### config.mk
export PLATFORM = sky130hd
export DESIGN_NAME = rotator_command_line_parser_unit
export DESIGN_NICKNAME = d
export VERILOG_FILES = /design/src/rtl/rclp_pkg.sv /design/src/rtl/rclp_core.sv /design/src/rtl/rclp_queue.sv /design/src/rtl/rotator_command_line_parser_unit.sv
export SDC_FILE = /design/constraint.sdc
export NUM_CORES = 1
export LEC_CHECK = 0
export BUFFER_PORTS_ARGS = -buffer_cell sky130_fd_sc_hd__buf_2
export CAP_MARGIN = 5
export CORE_ASPECT_RATIO = 0.7
export CORE_MARGIN = 3
export CORE_UTILIZATION = 55
export CTS_CLUSTER_SIZE = 20
export DETAILED_ROUTE_END_ITERATION = 7
export GPL_TIMING_DRIVEN = 0
export PLACE_DENSITY = 0.72
export REMOVE_ABC_BUFFERS = 1
export SETUP_SLACK_MARGIN = 0.02
export SLEW_MARGIN = 15
export SYNTH_ARGS = -nofsm -noshare
export SYNTH_HDL_FRONTEND = slang
export SYNTH_SLANG_ARGS = --single-unit
### constraint.sdc
create_clock -name clk_i -period 5.05 [get_ports clk_i]
set_input_delay 0.2525 -clock clk_i [delete_from_list [all_inputs] [get_ports clk_i]]
set_output_delay 0.2525 -clock clk_i [all_outputs]
set_load 0.01 [all_outputs]
### src/rtl/rclp_pkg.sv
// shared types and constants of the rotator command line parser
`default_nettype none

package rclp_pkg;

  typedef enum logic [1:0] {
    ACT_SET_AZ = 2'd0,
    ACT_SET_EL = 2'd1,
    ACT_REPORT = 2'd2
  } action_e;

  typedef struct packed {
    action_e     action;
    logic [15:0] az;
    logic [15:0] el;
    logic        last;
  } result_t;

  // up to two results per received byte
  typedef struct packed {
    logic [1:0]         cnt;
    result_t [1:0]      res;
  } core_out_t;

  localparam int unsigned QDepth = 4;
  localparam int unsigned QPtrW  = 2;
  localparam int unsigned QCntW  = 3;

  typedef struct packed {
    logic             room;
    logic [QCntW-1:0] count;
  } q_status_t;

endpackage

`default_nettype wire

### src/rtl/rclp_core.sv
// line parse state and per-byte result generation
`default_nettype none

module rclp_core #(
  parameter int unsigned LINE_CHARS = 20
) (
  input  wire logic                clk_i,
  input  wire logic                rst_ni,
  input  wire logic                fire_i,
  input  wire logic [7:0]          rx_byte_i,
  input  wire logic [15:0]         az_i,
  input  wire logic [15:0]         el_i,
  output rclp_pkg::core_out_t      out_o
);

  localparam int unsigned CW = $clog2(LINE_CHARS);
  localparam logic [CW-1:0] LAST = CW'(LINE_CHARS - 1);

  localparam logic [7:0] CH_LF    = 8'h0A;
  localparam logic [7:0] CH_CR    = 8'h0D;
  localparam logic [7:0] CH_SPACE = 8'h20;
  localparam logic [7:0] CH_DOT   = 8'h2E;
  localparam logic [7:0] CH_0     = 8'h30;
  localparam logic [7:0] CH_9     = 8'h39;
  localparam logic [7:0] CH_A     = 8'h41;
  localparam logic [7:0] CH_E     = 8'h45;
  localparam logic [7:0] CH_L     = 8'h4C;
  localparam logic [7:0] CH_Z     = 8'h5A;
  localparam logic [7:0] CH_NUL   = 8'h00;

  localparam logic [14:0] ACC_CAP   = 15'd16384;
  localparam logic [15:0] VALUE_MAX = 16'd32767;

  localparam logic [1:0] TOK_FIRST  = 2'd0;
  localparam logic [1:0] TOK_GAP    = 2'd1;
  localparam logic [1:0] TOK_SECOND = 2'd2;
  localparam logic [1:0] TOK_DONE   = 2'd3;

  typedef enum logic [7:0] {
    CLS_UNDECIDED = 8'b0000_0001,
    CLS_SAW_A     = 8'b0000_0010,
    CLS_SAW_E     = 8'b0000_0100,
    CLS_AZ        = 8'b0000_1000,
    CLS_EL        = 8'b0001_0000,
    CLS_NONE      = 8'b0010_0000,
    CLS_AZ_SPACE  = 8'b0100_0000,
    CLS_REPORT    = 8'b1000_0000
  } cls_e;

  typedef struct packed {
    logic        anum;
    logic        sp;
    logic        fds;
    logic        hb;
    logic [14:0] acc;
  } num_t;

  localparam num_t NUM_CLEAR = '{anum: 1'b1, sp: 1'b0, fds: 1'b0, hb: 1'b0, acc: '0};

  function automatic num_t feed_num(num_t s, logic [7:0] c);
    num_t        r;
    logic [18:0] a;
    logic [3:0]  d;
    r = s;
    d = c[3:0];
    a = 19'(s.acc) * 19'd10 + 19'(d);
    if (c inside {[CH_0:CH_9]}) begin
      if (!s.sp) begin
        r.acc = (a > 19'(ACC_CAP)) ? ACC_CAP : a[14:0];
      end else if (!s.fds) begin
        r.fds = 1'b1;
        r.hb  = (d >= 4'd5);
      end
    end else if (c == CH_DOT) begin
      if (!s.sp) r.sp = 1'b1;
      else       r.fds = 1'b1;
    end else begin
      r.anum = 1'b0;
    end
    return r;
  endfunction

  function automatic logic [15:0] num_value(num_t s);
    logic [15:0] v;
    v = {s.acc, s.hb};
    return (v > VALUE_MAX) ? VALUE_MAX : v;
  endfunction

  logic [CW-1:0] cc_q, cc_d;
  cls_e          cls_q, cls_d;
  logic [1:0]    tn_q, tn_d;
  logic [1:0]    tp_q, tp_d;
  logic          pok_q, pok_d;
  num_t          num_q, num_d;
  logic [15:0]   azt_q, azt_d;
  logic          aztv_q, aztv_d;

  always_ff @(posedge clk_i or negedge rst_ni) begin
    if (!rst_ni) begin
      cc_q   <= '0;
      cls_q  <= CLS_UNDECIDED;
      tn_q   <= TOK_FIRST;
      tp_q   <= '0;
      pok_q  <= 1'b0;
      num_q  <= NUM_CLEAR;
      azt_q  <= '0;
      aztv_q <= 1'b0;
    end else if (fire_i) begin
      cc_q   <= cc_d;
      cls_q  <= cls_d;
      tn_q   <= tn_d;
      tp_q   <= tp_d;
      pok_q  <= pok_d;
      num_q  <= num_d;
      azt_q  <= azt_d;
      aztv_q <= aztv_d;
    end
  end

  // state update
  always_comb begin
    logic          sp;
    logic          az_line;
    logic [1:0]    tn;
    logic [1:0]    tp;
    cls_e          cn;
    cc_d   = cc_q;
    cls_d  = cls_q;
    tn_d   = tn_q;
    tp_d   = tp_q;
    pok_d  = pok_q;
    num_d  = num_q;
    azt_d  = azt_q;
    aztv_d = aztv_q;
    sp     = (rx_byte_i == CH_SPACE);
    az_line = 1'b0;
    tn     = tn_q;
    tp     = tp_q;
    cn     = cls_q;
    if (rx_byte_i == CH_LF || rx_byte_i == CH_CR) begin
      cc_d   = '0;
      cls_d  = CLS_UNDECIDED;
      tn_d   = TOK_FIRST;
      tp_d   = '0;
      pok_d  = 1'b0;
      num_d  = NUM_CLEAR;
      azt_d  = '0;
      aztv_d = 1'b0;
    end else if (cc_q < LAST) begin
      if (rx_byte_i == CH_NUL) begin
        cc_d = LAST;
      end else begin
        cc_d = cc_q + CW'(1);
        if (cc_q == CW'(0)) begin
          cls_d = (rx_byte_i == CH_A) ? CLS_SAW_A :
                  (rx_byte_i == CH_E) ? CLS_SAW_E : CLS_NONE;
        end else if (cc_q == CW'(1)) begin
          if (cls_q == CLS_SAW_A && rx_byte_i == CH_Z)      cls_d = CLS_AZ;
          else if (cls_q == CLS_SAW_E && rx_byte_i == CH_L) cls_d = CLS_EL;
          else                                              cls_d = CLS_NONE;
        end else begin
          if (cc_q == CW'(2) && cls_q == CLS_AZ && sp)
            cn = CLS_AZ_SPACE;
          else if (cc_q == CW'(3) && cls_q == CLS_AZ_SPACE && rx_byte_i != CH_E)
            cn = CLS_AZ;
          else if (cc_q == CW'(4) && cls_q == CLS_AZ_SPACE)
            cn = (rx_byte_i == CH_L) ? CLS_REPORT : CLS_AZ;
          cls_d   = cn;
          az_line = (cn == CLS_AZ || cn == CLS_AZ_SPACE);
          if (az_line || cn == CLS_EL) begin
            if (tn_q == TOK_FIRST) begin
              if (sp) begin
                if (az_line) begin
                  azt_d  = num_value(num_q);
                  aztv_d = num_q.anum;
                  tn_d   = TOK_GAP;
                  num_d  = NUM_CLEAR;
                end else begin
                  tn_d = TOK_DONE;
                end
              end else begin
                num_d = feed_num(num_q, rx_byte_i);
              end
            end else if (!(tn_q == TOK_GAP && sp)) begin
              if (tn_q == TOK_GAP) begin
                tn = TOK_SECOND;
                tp = '0;
              end
              if (tn == TOK_SECOND) begin
                tn_d = TOK_SECOND;
                tp_d = tp;
                if (sp) begin
                  tn_d = TOK_DONE;
                end else begin
                  if (tp == 2'd0)      pok_d = (rx_byte_i == CH_E);
                  else if (tp == 2'd1) pok_d = pok_q && (rx_byte_i == CH_L);
                  else                 num_d = feed_num(num_q, rx_byte_i);
                  if (tp != 2'd3) tp_d = tp + 2'd1;
                end
              end
            end
          end
        end
      end
    end
  end

  // results of a line terminator
  always_comb begin
    logic              azv;
    logic [15:0]       azval;
    logic              el_ok;
    rclp_pkg::result_t az_r;
    rclp_pkg::result_t el_r;
    out_o = '0;
    azv   = (tn_q == TOK_FIRST) ? num_q.anum : aztv_q;
    azval = (tn_q == TOK_FIRST) ? num_value(num_q) : azt_q;
    el_ok = (tn_q == TOK_SECOND || tn_q == TOK_DONE) && (tp_q >= 2'd2) && pok_q
            && num_q.anum;
    az_r  = '{action: rclp_pkg::ACT_SET_AZ, az: azval, el: '0, last: 1'b0};
    el_r  = '{action: rclp_pkg::ACT_SET_EL, az: '0, el: num_value(num_q), last: 1'b0};
    if (rx_byte_i == CH_LF || rx_byte_i == CH_CR) begin
      if (cls_q == CLS_REPORT) begin
        out_o.cnt    = 2'd1;
        out_o.res[0] = '{action: rclp_pkg::ACT_REPORT, az: az_i, el: el_i, last: 1'b1};
      end else if (cls_q == CLS_AZ || cls_q == CLS_AZ_SPACE) begin
        if (azv && el_ok) begin
          out_o.cnt         = 2'd2;
          out_o.res[0]      = az_r;
          out_o.res[1]      = el_r;
          out_o.res[1].last = 1'b1;
        end else if (azv) begin
          out_o.cnt         = 2'd1;
          out_o.res[0]      = az_r;
          out_o.res[0].last = 1'b1;
        end else if (el_ok) begin
          out_o.cnt         = 2'd1;
          out_o.res[0]      = el_r;
          out_o.res[0].last = 1'b1;
        end
      end else if (cls_q == CLS_EL && num_q.anum) begin
        out_o.cnt         = 2'd1;
        out_o.res[0]      = el_r;
        out_o.res[0].last = 1'b1;
      end
    end
  end

endmodule

`default_nettype wire

### src/rtl/rclp_queue.sv
// four-entry result queue taking up to two results per cycle
`default_nettype none

module rclp_queue (
  input  wire logic                clk_i,
  input  wire logic                rst_ni,
  input  wire logic                push_i,
  input  wire rclp_pkg::core_out_t push_data_i,
  input  wire logic                pop_i,
  output rclp_pkg::result_t        head_o,
  output rclp_pkg::q_status_t      status_o
);

  localparam int unsigned DEPTH = rclp_pkg::QDepth;
  localparam int unsigned PW    = rclp_pkg::QPtrW;
  localparam int unsigned CNTW  = rclp_pkg::QCntW;

  rclp_pkg::result_t  mem_q [DEPTH];
  logic [PW-1:0]      wr_q, wr_d;
  logic [PW-1:0]      rd_q, rd_d;
  logic [CNTW-1:0]    cnt_q, cnt_d;
  logic [1:0]         n_push;

  assign n_push = push_i ? push_data_i.cnt : 2'd0;

  always_comb begin
    wr_d  = wr_q + PW'(n_push);
    rd_d  = rd_q + PW'(pop_i);
    cnt_d = cnt_q + CNTW'(n_push) - CNTW'(pop_i);
  end

  always_ff @(posedge clk_i or negedge rst_ni) begin
    if (!rst_ni) begin
      wr_q  <= '0;
      rd_q  <= '0;
      cnt_q <= '0;
    end else begin
      wr_q  <= wr_d;
      rd_q  <= rd_d;
      cnt_q <= cnt_d;
    end
  end

  always_ff @(posedge clk_i) begin
    if (n_push != 2'd0) mem_q[wr_q] <= push_data_i.res[0];
    if (n_push == 2'd2) mem_q[wr_q + PW'(1)] <= push_data_i.res[1];
  end

  assign head_o          = mem_q[rd_q];
  assign status_o.count  = cnt_q;
  // room for two more results
  assign status_o.room   = (cnt_q <= CNTW'(DEPTH - 2));

endmodule

`default_nettype wire

### src/rtl/rotator_command_line_parser_unit.sv
// top level of the rotator command line parser
// flow: an accepted request waits in the input register until the queue has room for two results;
//   it is then parsed, and its results are written to the queue and leave it in order
// throughput: one byte per cycle; the queue absorbs a two-result terminator, so the input
//   stalls only when output stalls leave room for fewer than two results
// reset: asynchronous, active low; empties the input stage and queue, restarts the line
`default_nettype none

module rotator_command_line_parser_unit #(
  parameter int unsigned LINE_CHARS = 20
) (
  input  wire logic               clk_i,
  input  wire logic               rst_ni,
  // byte request channel
  input  wire logic               in_valid_i,
  output      logic               in_stall_o,
  input  wire logic [7:0]         rx_byte_i,
  input  wire logic signed [15:0] current_az_half_i,
  input  wire logic signed [15:0] current_el_half_i,
  // result request channel
  output      logic               out_valid_o,
  input  wire logic               out_stall_i,
  output      logic [1:0]         action_o,
  output      logic signed [15:0] azimuth_half_o,
  output      logic signed [15:0] elevation_half_o,
  output      logic               last_of_run_o
);

  // input register stage
  logic                s_valid_q;
  logic [7:0]          s_byte_q;
  logic [15:0]         s_az_q;
  logic [15:0]         s_el_q;

  logic                in_acc;
  logic                fire;
  logic                pop;

  rclp_pkg::core_out_t core_out;
  rclp_pkg::result_t   head;
  rclp_pkg::q_status_t q_status;

  // the staged byte is parsed once the queue can take both of its possible results
  assign fire       = s_valid_q && q_status.room;
  assign in_stall_o = s_valid_q && !q_status.room;
  assign in_acc     = in_valid_i && !in_stall_o;

  always_ff @(posedge clk_i or negedge rst_ni) begin
    if (!rst_ni) begin
      s_valid_q <= 1'b0;
    end else if (in_acc) begin
      s_valid_q <= 1'b1;
    end else if (fire) begin
      s_valid_q <= 1'b0;
    end
  end

  // payload needs no reset
  always_ff @(posedge clk_i) begin
    if (in_acc) begin
      s_byte_q <= rx_byte_i;
      s_az_q   <= current_az_half_i;
      s_el_q   <= current_el_half_i;
    end
  end

  // line state machine and number accumulator; state advances only on fire
  rclp_core #(
    .LINE_CHARS (LINE_CHARS)
  ) u_core (
    .clk_i     (clk_i),
    .rst_ni    (rst_ni),
    .fire_i    (fire),
    .rx_byte_i (s_byte_q),
    .az_i      (s_az_q),
    .el_i      (s_el_q),
    .out_o     (core_out)
  );

  // results wait here so the input side keeps moving under output stall while the queue has room
  rclp_queue u_queue (
    .clk_i       (clk_i),
    .rst_ni      (rst_ni),
    .push_i      (fire),
    .push_data_i (core_out),
    .pop_i       (pop),
    .head_o      (head),
    .status_o    (q_status)
  );

  assign out_valid_o      = (q_status.count != '0);
  assign pop              = out_valid_o && !out_stall_i;
  assign action_o         = head.action;
  assign azimuth_half_o   = head.az;
  assign elevation_half_o = head.el;
  assign last_of_run_o    = head.last;

  // queue never holds more than its depth
  assert property (@(posedge clk_i) disable iff (!rst_ni)
    q_status.count <= rclp_pkg::QCntW'(rclp_pkg::QDepth))
    else $error("result queue overflow");

  // an accepted request is always staged at the next edge
  assert property (@(posedge clk_i) disable iff (!rst_ni)
    in_acc |=> s_valid_q)
    else $error("accepted request lost");

  // output valid drops only after the last entry was taken
  assert property (@(posedge clk_i) disable iff (!rst_ni)
    (out_valid_o && out_stall_i) |=> out_valid_o)
    else $error("stalled result dropped");

endmodule

`default_nettype wire
# == Word level (Yosys, flattened, before mapping) ==
# Memory sizes are Yosys's and may differ from the RTL's.
# Cells that the tools add are included.
# op_classes
n_addsub,8
n_mul,1
magnitude_cmp,8
n_eq_ne,41
muxes,142
n_reduce_logical,49
# ops
op,count
19-bit two-way mux,14
16-bit two-way mux,12
35-bit two-way mux,5
34-bit two-way mux,4
8-bit two-way mux,16
2-bit two-way mux,48
72-bit two-way mux,1
8-bit by 7-bit == test with 1-bit output (second input constant),6
1-bit two-way mux,35
8-bit by 4-bit == test with 1-bit output (second input constant),4
15-bit two-way mux,2
9-bit AND reduction,3
19-bit by 4-bit adder with 19-bit output,1
19-bit by 15-bit greater-than comparator with 1-bit output (second input constant),1
1-bit logical AND,19
15-bit by 3-bit multiplier with 18-bit output (second input constant),1
8-bit by 5-bit == test with 1-bit output (second input constant),2
8-bit by 6-bit == test with 1-bit output (second input constant),2
16-bit by 15-bit greater-than comparator with 1-bit output (second input constant),1
2-bit nonzero test,8
5-bit two-way mux,3
6-bit two-way mux,2
12-bit AND reduction,1
11-bit AND reduction,1
34 further kinds,57
# word_totals
ff_bits,102
mem_bits_rw,140
input_bits,44
out_inout_bits,37
wordCells,269
memories,1
# memory_table
memory,depth,word_bits,rd,rd_ports_with_merged_regs,write_ports,line,rtl
u_queue.mem_q,4,35,1,0,2,rclp_queue.sv:18,rclp_pkg::result_t mem_q [DEPTH];

# == Logic depth before layout (Yosys ltp) ==
# Gate-level depths: netlist of run 1.
# logic_depth
depth_word,32
ltp_mapped,13
ltp_nobuf,13

# == Cells and area by module ==
# Synthesis of run 1 repeated with hierarchy kept, for this count alone.
# hier_totals
hier_cells,1141
hier_area_um2,14119.8
# modules_own_cells
module,instances,cells_each,area_per_inst_um2,seq_area_each_um2
rclp_queue,1,382,7317.0,4379.2
rclp_core,1,711,5522.8,1353.8
rotator_command_line_parser_unit,1,48,1280.0,1226.2

# == Worst setup path after synthesis of run 1 ==
# No wires, ideal clock.
# synth_path
kind,reg-to-reg
from,register u_core.num_q[1] (netlist bit)
to,register u_core.num_q[5] (netlist bit)
setup_time_ns,0.092
t_arrival_ns,3.691
required_time_ns,4.958
slack_ns,1.267
path_stages_with_launch,13
period_less_slack_ns,3.783
path_cell_list,dfrtp_1 > ha_1 > ha_1 > fa_1 > a211o_2 > a21oi_1 > xnor2_1 > nand4_4 > or4b_4 > a211oi_2 > o211ai_2 > buf_6 > o31ai_2
# synth_via
elab_chain_len,18
word_cells_on_any_way,19
classes_between,add/sub: 1; mul: 1; order compare: 1; mux: 16
# synth_lines
element,line,rtl
start: declaration,rclp_core.sv:94,"num_t num_q, num_d;"
start signal: assignment,rclp_core.sv:114,num_q <= num_d;
15-bit by 3-bit multiplier with 18-bit output *,rclp_core.sv:66,a = 19'(s.acc) * 19'd10 + 19'(d);
19-bit by 4-bit adder with 19-bit output *,rclp_core.sv:66,
19-bit by 15-bit greater-than comparator with 1-bit output,rclp_core.sv:69,r.acc = (a > 19'(ACC_CAP)) ? ACC_CAP : a[14:0];
15-bit two-way mux *,rclp_core.sv:69,
15-bit two-way mux *,rclp_core.sv:68,if (!s.sp) begin
16-bit two-way mux *,rclp_core.sv:67,if (c inside {[CH_0:CH_9]}) begin
19-bit two-way mux,rclp_core.sv:196,else if (tp == 2'd1) pok_d = pok_q && (rx_byte_i == CH_L);
19-bit two-way mux,rclp_core.sv:195,if (tp == 2'd0) pok_d = (rx_byte_i == CH_E);
[... 2 more ...],-,
19-bit two-way mux,rclp_core.sv:184,end else if (!(tn_q == TOK_GAP && sp)) begin
19-bit two-way mux *,rclp_core.sv:171,if (tn_q == TOK_FIRST) begin
19-bit two-way mux *,rclp_core.sv:170,if (az_line || cn == CLS_EL) begin
19-bit two-way mux *,rclp_core.sv:157,end else if (cc_q == CW'(1)) begin
19-bit two-way mux *,rclp_core.sv:154,if (cc_q == CW'(0)) begin
19-bit two-way mux *,rclp_core.sv:150,if (rx_byte_i == CH_NUL) begin
19-bit two-way mux *,rclp_core.sv:149,end else if (cc_q < LAST) begin
19-bit two-way mux *,rclp_core.sv:140,if (rx_byte_i == CH_LF || rx_byte_i == CH_CR) begin
# Every way passes the cells marked *; elsewhere a longest branch is shown, timed or not. The select of a mux whose other input is x is not followed.
# A chain may end at the register's enable or synchronous reset.

==> results.toml, run 1 <==
[status]
status = "finished, final reports clean"

[drt]
first_iter_violations = 1111
drt_first_pass_iters = 5
via_per_inst = 6.322
drc = 0
wl_per_cell_um = 21.35
ant_nets = 0
route.final.wire_length_um = 33710
dr_total_vias = 9982

[clocking]
numCtsBuffers = 24
clock_latency_ns = 0.52
cts.sinks = 242
cts_tree = "yes"
root_buffer = "clkbuf_16"
clk_pin_slew_ns = 0.06
cts_setup_buffers = 0
clock_path_buffers = 3
htreeDepth = 1

[die]
die_h_um = 133.0
num_io_pins = 81
die_width_um = 187.5
start_util_pct = 57.29
core_mm2 = 0.02213
rows = 45
die_area_mm2 = 0.02493

[timing]
min_period_ns = 4.663
whs_ns = 0.1749
setup_viol = 0
setup_tns_ns = 0
min_period_over_period_pct = 92.34
final_max_slew_viol_count = 0
tightest_slew_ns = 1.007
layout_setup_ws_ns = 0.3867
fin_worst_skew_ns = 0.01398
rsz0062_at_grt = "no"
clock.fmax_mhz = 214.4
slew_headroom_pct = 32.69
finalHoldViolations = 0

[grt]
met2_usage_pct = 40.55
grtUsageMet3_pct = 4.370
grt_pass1_wl_um = 53740
grt_pass1_vias = 9492
grt_start_max_net_pins = 43
antenna_found_initial = 0
grt-ovfl-total = 0
grt_util_met1_pct = 41.46
track_usage_pct = 27.05
top_usage_layer = "met1"

[power]
power.switching_mw = 1.610
fin_total_pwr_mw = 5.419
seq_power_share_pct = 43.7
pwr-share-clk_pct = 33.3
internal_power_mw = 3.809
p_comb_share_pct = 23.0
p_leak_nw = 5.592
power_density_mw_per_mm2 = 371.2
netSwitchingFraction_pct = 29.71
ir_drop_v = 0.0003021

[setup_path]
critical_path.max_fanout = 39
critPathTopFamily = "simple AND/OR/NAND/NOR gates"
reg2reg_slack_ns = 0.39
crit_path_top_delay_cell = "nand2_1"
cp.arrival_ns = 4.80
critPathKind = "flip-flop to flip-flop"
timing.critical_path.mode_cell = "nand2_1"
path_buf_inv = 1
crit_required_ns = 5.18
cp-end-kind = "flip-flop"
crit_chain = "inv_1, ha_2, mux2_2, ha_1, and4_1, nand2_1, nor2b_1, nand3_2, nand2_1"
cpPeakStageDelay_ns = 0.83
crit_path_start_kind = "flip-flop"

[yosys]
mappedNetlistArea_mm2 = 0.01268
synth_commonest_cells = "nor2_1 (120), edfxtp_1 (112), nand2_1 (88), a211oi_1 (69), dfxtp_1 (68)"
syn_area_per_cell_um2 = 10.79
ys.flop_type = "edfxtp_1"
yosys.cell_types.count = 91
synth_top_area_share_pct = 26.53
ys_ff_latch = 242
synth_edf_count = 112
synth_seq_area_share_pct = 49.53
async_flop_share_pct = 25.62
yosysMostFrequentCell = "nor2_1"
syn-instance-count = 1175
yosys.area.top_type = "edfxtp_1"
yosys_warnings = 0
synth_area_leaders = "edfxtp_1 (27%), dfrtp_1 (12%), dfxtp_1 (11%), mux4_2 (6.2%), ha_1 (4.4%)"

[finish]
area_delta_synth_final_pct = 15.16
drive_gt1_share_pct = 17.97
insertedDiodeCount = 0
finish.utilization_pct = 65.97
nets = 1348

[placed_design]
portBuffers = 80
dpl.hpwl_um = 22340
place_ws_ns = -0.2021
gp_congestion = 0.8788

[hold_path]
hold_class = "input port to async pin"

[run]
maxCapViolCount = 0
==> registers in the layout, indices dropped and copies added (netlist names) <==
name / flops
s_valid_q: 1
u_core.num_q: 19
u_queue.rd_q: 2
u_core.cc_q: 5
u_core.pok_q: 1
s_byte_q: 8
u_core.aztv_q: 1
s_az_q: 16
u_queue.cnt_q: 3
u_queue.mem_q: 140
s_el_q: 16
u_core.tp_q: 2
u_queue.wr_q: 2
u_core.tn_q: 2
u_core.azt_q: 16
u_core.cls_q: 8
==> power groups by stage <==
| stage | clock, mW | sequential (mW) | combinational (mW) |
|---|---|---|---|
| global placement | 0 | 2.54 | 1.03 |
| floorplan | 0 | 2.43 | 0.748 |
| global route | 1.90 | 2.39 | 1.37 |
| detailed placement | 0 | 2.40 | 1.22 |
| CTS | 1.82 | 2.36 | 1.24 |
| finish | 1.81 | 2.37 | 1.25 |
==> area by class of cell <==
type / instances / area, um^2
inverter: 26 / 97.59
sequential: 242 / 6285
fill: 1677 / 7530
multi-input combinational: 829 / 6007
clock inverter: 6 / 60.06
timing repair buffer: 133 / 1031
clock buffer: 38 / 735.7
tap: 305 / 381.6
==> worst reg2reg max path: stages, from the launching register on <==
cell and delay, ns:
dfrtp_1 0.42, inv_1 0.13, ha_2 0.72, mux2_2 0.35, ha_1 0.20, and4_1 0.69, nand2_1 0.24, nor2b_1 0.39
nand3_2 0.30, nand2_1 0.84
==> final timing paths <==
| path | cells after the start | endpoint | from |
|---|---|---|---|
| setup reg to reg | 9 | u_queue.mem_q[0][12] | u_core.tn_q[0] |
| setup / recovery | 9 | u_queue.mem_q[0][12] | u_core.tn_q[0] |
| hold / removal | 2 | u_core.num_q[12] | rst_ni |
| min in group clk_i | 3 | u_queue.rd_q[0] | out_stall_i |
| max in group asynchronous | 3 | u_core.cls_q[0] | rst_ni |
| hold reg to reg | 2 | u_queue.mem_q[2][34] | u_queue.mem_q[2][34] |
==> repair_timing <==
item / CTS / global route
resized for setup: 2 / 6
endpoints found under the hold margin: 101 / 0
endpoints found under the setup margin: 54 / 72
hold buffers: 42 / 0
==> cells in the final DEF (no fill, tap or decap), drive strengths merged, types with 35 or more instances in the layout <==
cell type,count
edfxtp,112
o31ai,35
buf,91
a211oi,71
a21oi,61
clkbuf,38
nand2,88
dfxtp,68
dlygate4sd3,42
nor2,120
o21ai,61
mux4,35
o22ai,60
dfrtp,60
ha,45
==> cells by family after synthesis <==
group,count (synthesis),share of synthesized area [%]
adder cells (fa/ha/maj),48,4.916
AO/OA/AOI/OAI,357,19.66
buffers and inverters,104,3.731
multiplexers,39,6.564
flip-flops,242,49.53
AND/OR/NAND/NOR,360,13.87
XOR/XNOR,25,1.727
==> metal layers <==
layer  up-vias  share of wire, %
met5         -                 0
met4         0               2.2
met3        57               9.3
met2       491                44
met1      4803                44
li1       4631                 -
==> metrics by stage <==
step / instances / area [um^2]
2_1_floorplan: 1097 / 12300
3_3_place_gp: 1482 / 13080
3_5_place_dp: 1493 / 13350
4_1_cts: 1579 / 14570
5_1_grt: 1579 / 14600
6_report: 1579 / 14600
Note: power is estimated with default switching activity, not from simulation.
==> run 2: changes to the inputs <==
--- a/config.mk
+++ b/config.mk
@@ -10,6 +10,7 @@
 export CORE_ASPECT_RATIO = 0.7
 export CORE_MARGIN = 3
 export CORE_UTILIZATION = 55
+export CTS_CLUSTER_DIAMETER = 50
 export CTS_CLUSTER_SIZE = 20
 export DETAILED_ROUTE_END_ITERATION = 7
 export GPL_TIMING_DRIVEN = 0
==> constraint.sdc (replaced) <==
create_clock -name clk_i -period 4.5 [get_ports clk_i]
set_input_delay 0.225 -clock clk_i [delete_from_list [all_inputs] [get_ports clk_i]]
set_output_delay 0.225 -clock clk_i [all_outputs]
set_load 0.01 [all_outputs]
==> results.toml, run 2 (synthesis gave the netlist of run 1 again) <==
[status]
status = "finished, final reports clean"

[finish]
largest_reg_flops = 140
num-fill-cells = 1657
final_cell_mix = "nor2_1 (119), edfxtp_1 (112), nand2_1 (83), buf_2 (79)"
insertedDiodeCount = 0
seq_area_mm2 = 0.006285
final_cell_area_mm2 = 0.01466
instances_no_fill = 1579
reg_top3 = "u_queue.mem_q x140, u_core.num_q x19"
top_register = "u_queue.mem_q"
multi_input_area_mm2 = 0.006050
drive_gt1_share_pct = 18.84
nets = 1350
finish.utilization_pct = 66.27
final_common_cell = "nor2_1"
area_delta_synth_final_pct = 15.67

[power]
power_density_mw_per_mm2 = 413.1
ir_drop_v = 0.0003494
p_leak_nw = 5.608

[setup_path]
cpPeakStageDelay_ns = 0.64
cp.arrival_ns = 4.48
reg2reg_slack_ns = 0.18
critical_path.max_fanout = 39
crit_path_top_delay_cell = "nand2_1"
cp-end-kind = "flip-flop"
critPathKind = "flip-flop to flip-flop"
r2r-start = "u_core.tn_q[0]"
rr_endpoint = "u_queue.mem_q[2][15]"
r2r_cells = 10
crit_required_ns = 4.67
crit_chain = "inv_1, ha_4, mux2_2, inv_1, ha_1, nor2b_1, o31ai_1, nor2b_1, nand2_1, nand2_4"
crit_path_start_kind = "flip-flop"

[timing]
finalHoldViolations = 0
layout_setup_ws_ns = 0.1847
clock.fmax_mhz = 231.7
slew_headroom_pct = 25.83
setup_viol = 0
tightest_slew_ns = 1.105
rsz0062_at_grt = "yes"
min_period_ns = 4.315
min_period_over_period_pct = 95.89
final_max_slew_viol_count = 0
setup_tns_ns = 0
fin_worst_skew_ns = 0.01956

[drt]
first_iter_violations = 1092
wl_per_cell_um = 21.54
drc = 0
via_per_inst = 6.399
dr_total_vias = 10100
drt_first_pass_iters = 7
route.final.wire_length_um = 34020
ant_nets = 0

[clocking]
cts_tree = "yes"
cts.sinks = 242
clock_path_buffers = 3
root_buffer = "clkbuf_16"
htreeDepth = 1
numCtsBuffers = 22
clk_pin_slew_ns = 0.07
clock_latency_ns = 0.52

[die]
start_util_pct = 57.29
die_area_mm2 = 0.02493
die_width_um = 187.5
core_mm2 = 0.02213
rows = 45
die_h_um = 133.0
num_io_pins = 81

[grt]
grt_start_max_net_pins = 43
track_usage_pct = 26.96
antenna_found_initial = 0
grt_pass1_vias = 9500
grt-ovfl-total = 0
grt_pass1_wl_um = 53490

[placed_design]
dpl.hpwl_um = 22340
place_ws_ns = -0.7521
placed_cells = 1493
portBuffers = 80
gp_congestion = 0.8788
placed_cell_area_mm2 = 0.01335

[run]
maxCapViolCount = 0

[hold_path]
hold_class = "input port to async pin"
-- run 2: changes by cell type in the layout (fill, tap and decap cells not counted), moves of 3 or more --
cell / previous run / this run
inv_8: 0 / 3
clkbuf_8: 4 / 0
buf_4: 1 / 4
clkinv_8: 0 / 4
clkbuf_1: 8 / 2
-- run 2: worst max-delay path, delay by kind of cell, from the launching register on --
kind | cells | cell delay (ns)
simple gates | 4 | 1.65
buf+inv | 2 | 0.23
compound gates | 1 | 0.62
flops | 1 | 0.42
mux | 1 | 0.43
fa+ha+maj | 2 | 0.59
-- run 2: power breakdown --
part	internal, mW	switching (mW)
logic	0.617	0.791
registers	2.48	0.175
clock network	1.03	0.962
-- run 2: metrics by stage --
stage | hold WS (ns) | total power, mW
final | 0.1414 | 6.058
after global routing | 0.1515 | 6.309
after detailed placement | 0.1439 | 4.062
after CTS | 0.1312 | 6.066
after global placement | 0.4010 | 4.001
after floorplan | -0.07059 | 3.566
-- run 2: how the worst max path moves through the flow --
| stage | start | to | slack, ns | cells past startpoint |
|---|---|---|---|---|
| finish | u_core.tn_q[0] | u_queue.mem_q[2][15] | 0.18 | 10 |
| global route | u_core.tn_q[0] | u_queue.mem_q[2][15] | -0.12 | 10 |
| CTS | u_core.cls_q[2] | u_queue.mem_q[1][15] | 0.1 | 7 |
| floorplan | u_core.tn_q[0] | u_queue.mem_q[0][0] | 0.02 | 10 |
| detailed placement | s_byte_q[4] | u_queue.mem_q[3][10] | -0.75 | 7 |
| global placement | u_core.tn_q[0] | u_queue.mem_q[0][12] | -2.08 | 9 |
-- run 2: final cells by class --
cell class / count / share of cell area [%]
Inverter: 26 / 0.6656
Clock buffer: 26 / 4.147
Sequential cell: 242 / 42.86
Timing Repair Buffer: 137 / 7.321
Tap cell: 305 / 2.603
Clock inverter: 14 / 1.143
Multi-Input combinational cell: 829 / 41.26
-- run 2: metal layers --
| layer | vias up | GRT usage (%) | routed length, um |
|---|---|---|---|
| li1 | 4652 | - | - |
| met4 | 0 | 7.247 | 861 |
| met2 | 533 | 39.23 | 14630 |
| met1 | 4839 | 40.95 | 15180 |
| met3 | 80 | 5.932 | 3354 |
| met5 | - | 0 | 0 |
-- run 2: timing repair --
action,4_1_cts,5_1_grt
hold endpoints to repair,101,0
resized for setup,11,5
gates cloned,0,0
hold buffers,42,0
endpoints found under the setup margin,132,98
pin swaps,0,2
setup buffers,0,4
